--- src/hw/rtl/epms_pkg.sv ---
// Shared types and constants for the energy page migration selector.
package epms_pkg;

  localparam int unsigned ENERGY_W = 32;
  localparam int unsigned NODE_W   = 3;
  localparam int unsigned PID_W    = 22;
  localparam int unsigned ADDR_W   = 48;
  localparam int unsigned ACC_W    = 16;
  localparam int unsigned PAGES_W  = 6;
  localparam int unsigned CFG_IDX_W = 2;

  localparam logic signed [ENERGY_W-1:0] MAX_THRESHOLD_RST  = 32'sd65536;  // 1.0
  localparam logic        [ENERGY_W-1:0] DIFF_THRESHOLD_RST = 32'd49152;   // 0.75
  localparam logic        [PAGES_W-1:0]  MAX_PAGES_RST      = 6'd15;
  localparam logic        [ACC_W-1:0]    LOCALITY_LIMIT_RST = 16'd1;

  typedef enum logic [CFG_IDX_W-1:0] {
    CFG_MAX_THRESHOLD  = 2'd0,
    CFG_DIFF_THRESHOLD = 2'd1,
    CFG_MAX_PAGES      = 2'd2,
    CFG_LOCALITY_LIMIT = 2'd3
  } cfg_idx_t;

  typedef enum logic {
    REQ_ENERGY = 1'b0,
    REQ_PAGE   = 1'b1
  } req_type_t;

  typedef enum logic {
    KIND_DECISION = 1'b0,
    KIND_PAGE     = 1'b1
  } result_kind_t;

endpackage

--- src/hw/rtl/energy_page_migration_selector_top.sv ---
// Energy page migration selector: round decision and page migration orders.

// Takes one request per cycle unless a stalled output raises in_stall: a request
// is captured in an input register, checked against the running round state in
// one pass of compare logic, and its result (if any) lands in an output register.
// Energy samples track the hottest and coolest node of a round (earlier node wins
// ties); the sample flagged last_node closes the round and always yields a
// decision. Page candidates then yield migration orders from the hottest to the
// coolest node while migration is on, up to max_pages per round. Configuration
// writes are always ready and should be issued while idle.
module energy_page_migration_selector_top #(
  parameter int unsigned NODES = 8
) (
  input  logic                                   clk,
  input  logic                                   rst,
  // request channel
  input  logic                                   in_valid,
  output logic                                   in_stall,
  input  logic                                   req_type,
  input  logic signed [epms_pkg::ENERGY_W-1:0]   node_energy,
  input  logic                                   last_node,
  input  logic        [epms_pkg::PID_W-1:0]      pid,
  input  logic        [epms_pkg::ADDR_W-1:0]     page_addr,
  input  logic        [epms_pkg::NODE_W-1:0]     page_node,
  input  logic        [epms_pkg::ACC_W-1:0]      node_accesses,
  // result channel
  output logic                                   out_valid,
  input  logic                                   out_stall,
  output logic                                   result_kind,
  output logic                                   migrate_on,
  output logic        [epms_pkg::NODE_W-1:0]     source_node,
  output logic        [epms_pkg::NODE_W-1:0]     dest_node,
  output logic        [epms_pkg::PID_W-1:0]      out_pid,
  output logic        [epms_pkg::ADDR_W-1:0]     out_addr,
  // configuration write channel
  input  logic                                   cfg_valid,
  output logic                                   cfg_ready,
  input  logic        [epms_pkg::CFG_IDX_W-1:0]  cfg_index,
  input  logic        [epms_pkg::ENERGY_W-1:0]   cfg_data
);

  localparam int unsigned SEEN_W = $clog2(NODES + 1);
  localparam logic [SEEN_W-1:0] NODES_CNT = SEEN_W'(NODES);

  // configuration registers
  logic signed [epms_pkg::ENERGY_W-1:0] max_threshold;
  logic        [epms_pkg::ENERGY_W-1:0] diff_threshold;
  logic        [epms_pkg::PAGES_W-1:0]  max_pages;
  logic        [epms_pkg::ACC_W-1:0]    locality_limit;

  // round state
  logic signed [epms_pkg::ENERGY_W-1:0] peak_value, peak_value_next;
  logic signed [epms_pkg::ENERGY_W-1:0] low_value, low_value_next;
  logic        [epms_pkg::NODE_W-1:0]   peak_node, peak_node_next;
  logic        [epms_pkg::NODE_W-1:0]   low_node, low_node_next;
  logic        [SEEN_W-1:0]             nodes_seen, nodes_seen_next;
  logic                                 enabled, enabled_next;
  logic        [epms_pkg::PAGES_W-1:0]  pages_chosen, pages_chosen_next;
  logic                                 loading, loading_next;

  // input register
  logic                                 s1_valid;
  logic                                 s1_type;
  logic signed [epms_pkg::ENERGY_W-1:0] s1_energy;
  logic                                 s1_last;
  logic        [epms_pkg::PID_W-1:0]    s1_pid;
  logic        [epms_pkg::ADDR_W-1:0]   s1_addr;
  logic        [epms_pkg::NODE_W-1:0]   s1_node;
  logic        [epms_pkg::ACC_W-1:0]    s1_acc;

  logic out_adv;
  logic s1_adv;
  logic produce;
  logic        [epms_pkg::ENERGY_W-1:0] spread;
  logic                                 decide_on;

  assign cfg_ready = 1'b1;
  assign out_adv   = !out_valid || !out_stall;
  assign s1_adv    = s1_valid && out_adv;
  assign in_stall  = s1_valid && !out_adv;

  always_ff @(posedge clk) begin
    if (rst) begin
      max_threshold  <= epms_pkg::MAX_THRESHOLD_RST;
      diff_threshold <= epms_pkg::DIFF_THRESHOLD_RST;
      max_pages      <= epms_pkg::MAX_PAGES_RST;
      locality_limit <= epms_pkg::LOCALITY_LIMIT_RST;
    end else if (cfg_valid && cfg_ready) begin
      case (epms_pkg::cfg_idx_t'(cfg_index))
        epms_pkg::CFG_MAX_THRESHOLD:  max_threshold  <= $signed(cfg_data);
        epms_pkg::CFG_DIFF_THRESHOLD: diff_threshold <= cfg_data;
        epms_pkg::CFG_MAX_PAGES:      max_pages      <= cfg_data[epms_pkg::PAGES_W-1:0];
        epms_pkg::CFG_LOCALITY_LIMIT: locality_limit <= cfg_data[epms_pkg::ACC_W-1:0];
        default: ;
      endcase
    end
  end

  always_ff @(posedge clk) begin
    if (rst) begin
      s1_valid <= 1'b0;
    end else if (!in_stall) begin
      s1_valid <= in_valid;
    end
  end

  always_ff @(posedge clk) begin
    if (in_valid && !in_stall) begin
      s1_type   <= req_type;
      s1_energy <= node_energy;
      s1_last   <= last_node;
      s1_pid    <= pid;
      s1_addr   <= page_addr;
      s1_node   <= page_node;
      s1_acc    <= node_accesses;
    end
  end

  always_comb begin
    peak_value_next   = peak_value;
    low_value_next    = low_value;
    peak_node_next    = peak_node;
    low_node_next     = low_node;
    nodes_seen_next   = nodes_seen;
    enabled_next      = enabled;
    pages_chosen_next = pages_chosen;
    loading_next      = loading;
    produce           = 1'b0;
    spread            = '0;
    decide_on         = 1'b0;

    if (s1_type == epms_pkg::REQ_ENERGY) begin
      if (!loading) begin
        // first sample opens a new round as node 0
        loading_next      = 1'b1;
        enabled_next      = 1'b0;
        pages_chosen_next = '0;
        peak_value_next   = s1_energy;
        low_value_next    = s1_energy;
        peak_node_next    = '0;
        low_node_next     = '0;
        nodes_seen_next   = SEEN_W'(1);
      end else if (nodes_seen < NODES_CNT) begin
        if (s1_energy > peak_value) begin
          peak_value_next = s1_energy;
          peak_node_next  = epms_pkg::NODE_W'(nodes_seen);
        end
        if (s1_energy < low_value) begin
          low_value_next = s1_energy;
          low_node_next  = epms_pkg::NODE_W'(nodes_seen);
        end
        nodes_seen_next = nodes_seen + SEEN_W'(1);
      end

      // peak never drops below low, so the spread fits in 32 unsigned bits
      spread    = peak_value_next - low_value_next;
      decide_on = (peak_value_next >= max_threshold)
               && (spread >= diff_threshold);
      if (s1_last) begin
        enabled_next = decide_on;
        loading_next = 1'b0;
        produce      = 1'b1;
      end
    end else begin
      if (!loading && enabled && (pages_chosen < max_pages)
          && (s1_node == peak_node) && (s1_acc <= locality_limit)) begin
        pages_chosen_next = pages_chosen + epms_pkg::PAGES_W'(1);
        produce           = 1'b1;
      end
    end
  end

  always_ff @(posedge clk) begin
    if (rst) begin
      peak_value   <= '0;
      low_value    <= '0;
      peak_node    <= '0;
      low_node     <= '0;
      nodes_seen   <= '0;
      enabled      <= 1'b0;
      pages_chosen <= '0;
      loading      <= 1'b0;
    end else if (s1_adv) begin
      peak_value   <= peak_value_next;
      low_value    <= low_value_next;
      peak_node    <= peak_node_next;
      low_node     <= low_node_next;
      nodes_seen   <= nodes_seen_next;
      enabled      <= enabled_next;
      pages_chosen <= pages_chosen_next;
      loading      <= loading_next;
    end
  end

  always_ff @(posedge clk) begin
    if (rst) begin
      out_valid <= 1'b0;
    end else if (out_adv) begin
      out_valid <= s1_valid && produce;
    end
  end

  always_ff @(posedge clk) begin
    if (s1_adv && produce) begin
      source_node <= peak_node_next;
      dest_node   <= low_node_next;
      if (s1_type == epms_pkg::REQ_ENERGY) begin
        result_kind <= epms_pkg::KIND_DECISION;
        migrate_on  <= enabled_next;
        out_pid     <= '0;
        out_addr    <= '0;
      end else begin
        result_kind <= epms_pkg::KIND_PAGE;
        migrate_on  <= 1'b1;
        out_pid     <= s1_pid;
        out_addr    <= s1_addr;
      end
    end
  end

  a_page_means_on: assert property (@(posedge clk) disable iff (rst)
    out_valid && (result_kind == epms_pkg::KIND_PAGE) |-> migrate_on)
    else $error("page order without migration enabled");

  a_seen_bound: assert property (@(posedge clk) disable iff (rst)
    nodes_seen <= NODES_CNT)
    else $error("node sample count past node total");

  a_open_round_count: assert property (@(posedge clk) disable iff (rst)
    loading |-> (nodes_seen != '0))
    else $error("open round with no samples");

  a_round_start: assert property (@(posedge clk) disable iff (rst)
    $rose(loading) |-> (!enabled && (pages_chosen == '0)))
    else $error("new round did not clear migration state");

  a_page_only_when_enabled: assert property (@(posedge clk) disable iff (rst)
    s1_adv && produce && (s1_type == epms_pkg::REQ_PAGE) |-> (enabled && !loading))
    else $error("page order outside an enabled round");

endmodule
--- config.mk ---
export PLATFORM = sky130hd
export DESIGN_NAME = energy_page_migration_selector_top
export DESIGN_NICKNAME = d
export VERILOG_FILES = /design/src/hw/rtl/epms_pkg.sv /design/src/hw/rtl/energy_page_migration_selector_top.sv
export SDC_FILE = /design/constraint.sdc
export NUM_CORES = 1
export LEC_CHECK = 0
export BUFFER_PORTS_ARGS = -buffer_cell sky130_fd_sc_hd__buf_4
export CAP_MARGIN = 20
export CELL_PAD_IN_SITES_DETAIL_PLACEMENT = 2
export CELL_PAD_IN_SITES_GLOBAL_PLACEMENT = 2
export CORE_MARGIN = 2
export CORE_UTILIZATION = 37
export CTS_CLUSTER_SIZE = 30
export DETAILED_ROUTE_END_ITERATION = 16
export GPL_ROUTABILITY_DRIVEN = 0
export GPL_TIMING_DRIVEN = 0
export PLACE_DENSITY = 0.85
export SLEW_MARGIN = 30
export SYNTH_ARGS = -nofsm -noshare
export SYNTH_HDL_FRONTEND = slang
export SYNTH_SLANG_ARGS = --single-unit
export TNS_END_PERCENT = 30
--- constraint.sdc ---
create_clock -name clk -period 9.14 [get_ports clk]
set_input_delay 0.457 -clock clk [delete_from_list [all_inputs] [get_ports clk]]
set_output_delay 0.457 -clock clk [all_outputs]
set_load 0.02 [all_outputs]
==> metrics.md <==
| Metric | Value |
|---|---|
| Fin area | `0.02332 mm²` |
| IO buf count | `239` |
| Hold path start | `page_addr[17]` |
| Buf/Inv on CP | `2` |
| Boundary Pins | `243` |
| DRT antenna net count | `0` |
| # DRC | `0` |
| Initial Util | `37.65%` |
| Slew HR | `27.99%` |
| Routed vias/inst | `5.486` |
| Crit start category | `register` |
| Worst path slowest cell | `edfxtp_1` |
| Post-synth EDFFs | `201` |
| CP max stage delay | `0.49 ns` |
| Drt initial violations | `872` |
| Largest net degree at the start of global routing | `54` |
| Critical-path maximum fanout | `10` |
| Maximum vdd drop | `0.1187 mV` |
| Area after DPL | `0.02181 mm²` |
| Register area | `0.009439 mm²` |
| Antenna violations before repair | `1` |
| Setup TNS | `0 ns` |
| Routed WL per cell | `25.37 µm` |
| Main synth FF type | `edfxtp_1` |
| Vias in the first global route | `17,830` |
| Worst path top cell family by delay | `compound AO/OA/AOI/OAI gates` |
| CP Class | `register to register` |
| Critical Path AT | `9.13 ns` |
| Core area | `0.05038 mm²` |
| Synth unique cells | `72` |
| GRT Resource Usage Total | `27.20%` |
| Pre-Repair DR Iteration Count | `5` |
| Final setup viols | `0` |
| Max-slew violation count | `0` |
| Syn nets | `2,214` |
| Root buffer cell | `clkbuf_16` |
| Worst Setup SP | `s1_energy[31]` |
| Clock latency on the worst-skew pair | `0.59 ns` |
| Final core area utilization | `46.29%` |
| Footprint of the multi-input gates | `0.008657 mm²` |
| Clk sinks | `371` |
| Syn avg cell area | `10.13 µm²` |
| CTS tree | `yes` |
| Commonest non-fill, non-tap cell in the layout | `buf_4` |
| Die height | `230.4 µm` |
| Worst Clk Skew | `0.03110 ns` |
| Final Power | `0.004420 W` |
| Run status | `completed` |
| #FFs+latches synth | `371` |
| Fin nets | `2,509` |
| Mapped Cells | `1,872` |
| Hpwl dp | `54.40 mm` |
| Synth async-reset ratio | `0%` |
| Total grt overflow | `0` |
| Clock transition at path regs | `0.06 ns` |
| Warnings from Yosys | `0` |
| Fin. Hold Viols | `0` |
| Pre-CTS setup slack | `-0.1963 ns` |
| P_leak | `9.079 nW` |
| Area growth, synth to finish | `22.96%` |
| Filler cell count | `5,203` |
| CP Capture Type | `register` |
| Cell Area, Synth | `0.01897 mm²` |
| Fin crit share | `96.20%` |
| H-tree Lvls | `2` |
| Die area | `0.05309 mm²` |
| Chip width | `230.4 µm` |
| Fmax | `0.1137 GHz` |
| Total CTS buffers | `44` |
| Worst-Margin Slew | `1.076 ns` |
| First-pass GRT wire length | `109.9 mm` |
| CP dominant cell by count | `a21oi_1` |
| Share of cells above drive strength 1 | `17.22%` |
| PwrDens | `189.5 mW/mm²` |
| CTS Buffer Depth | `3` |
| Site Rows | `82` |
| Min Tclk post-route | `8.792 ns` |
| Max-cap violations | `0` |
| Vias | `15,770` |
| Fin worst setup slack | `0.3477 ns` |
| Reg2Reg Launch Point | `s1_energy[31]` |
| Sequential element share of the synthesized area | `49.77%` |
| Hold Path Class | `input port to register` |
| DRT Wirelength | `72.95 mm` |
| Most frequent cells in the layout | `buf_4 (246), nand2_1 (225), edfxtp_1 (201)` |
| Required @ worst endpoint | `9.48 ns` |
## area by class of cell
class | instances | area share (%)
multi-input cells | 1258 | 37.12
flip-flops and latches | 371 | 40.47
repair buffers | 250 | 8.649
plain buffers | 75 | 1.261
well taps | 672 | 3.605
inverters | 167 | 2.699
diodes | 2 | 0.02146
clock inverters | 26 | 1.062
clock buffers | 54 | 5.108
## power breakdown
part / leakage, nW / switching, W / internal, W
clock: 0.715 / 0.000762 / 0.00102
combinational: 5.03 / 0.000449 / 0.000306
sequential: 3.33 / 0.0000512 / 0.00183
## path summary, 6_finish.rpt
check	endpoint	slack (ns)	cells past startpoint
max	migrate_on	0.35	34
min	s1_addr[17]	0.04	1
max reg2reg	migrate_on	0.35	34
min reg2reg	max_threshold[20]	0.46	2
## timing repair
item | CTS | global route
buffers inserted | 4 | 0
gates resized for setup | 4 | 10
setup endpoints to repair | 2 | 2
hold buffers | 0 | 0
pin swaps | 1 | 0
## through the flow
| step | std cells | hold WS, ns |
|---|---|---|
| floorplan | 1872 | 0.4363 |
| global placement | 2783 | 0.4436 |
| detailed placement | 2790 | 0.4508 |
| CTS | 2873 | 0.01590 |
| global route | 2874 | 0.02700 |
| finish | 2875 | 0.04277 |
## synthesized netlist by cell type (all sizes together), types with 32 or more instances
cell	instances	area, µm²
o21ai	47	235.2
nand4	32	200.2
edfxtp	201	6036
a211oi	74	570.6
a21oi	152	764.5
mux2i	43	430.4
ha	179	2240
dfxtp	170	3403
a21o	37	277.8
nor2	130	488.0
inv	166	623.1
clkbuf	67	251.5
nand2	225	844.6
and2	73	456.7
## worst register-to-register path: cells and delay by family, from the launching register on
| family | cells | cell delay (ns) |
|---|---|---|
| AND/OR/NAND/NOR | 10 | 1.81 |
| flip-flops | 1 | 0.49 |
| buffers and inverters | 2 | 0.62 |
| AO/OA/AOI/OAI | 16 | 3.72 |
| adder cells (fa/ha/maj) | 3 | 1.09 |
| multiplexers | 2 | 0.62 |
| XOR/XNOR | 1 | 0.19 |
## kinds of logic after synthesis
logic type | count (synthesis) | share of synthesized area (%)
XOR/XNOR | 34 | 1.570
flip-flops | 371 | 49.77
AND/OR/NAND/NOR | 567 | 14.03
AO/OA/AOI/OAI | 402 | 13.74
adder cells (fa/ha/maj) | 181 | 11.97
multiplexers | 73 | 4.050
other | 1 | 0.01977
buffers and inverters | 243 | 4.849
## state kept, by name (all words and copies together), names as in the netlist, 6 cells and up
| name | cells |
|---|---|
| out_addr | 48 |
| s1_addr | 48 |
| diff_threshold | 32 |
| low_value | 32 |
| max_threshold | 32 |
| peak_value | 32 |
| s1_energy | 32 |
| out_pid | 22 |
| s1_pid | 22 |
| locality_limit | 16 |
| s1_acc | 16 |
| max_pages | 6 |
| pages_chosen | 6 |
## layer usage
metal	share of wire (%)	vias to the layer above	global-route usage, %
met1	40	7979	30.90
met3	3.3	172	3.249
met4	4.7	0	11.98
li1	-	7199	-
met5	0	-	0
met2	52	421	50.93
Note: power is estimated with default switching activity, not from simulation.
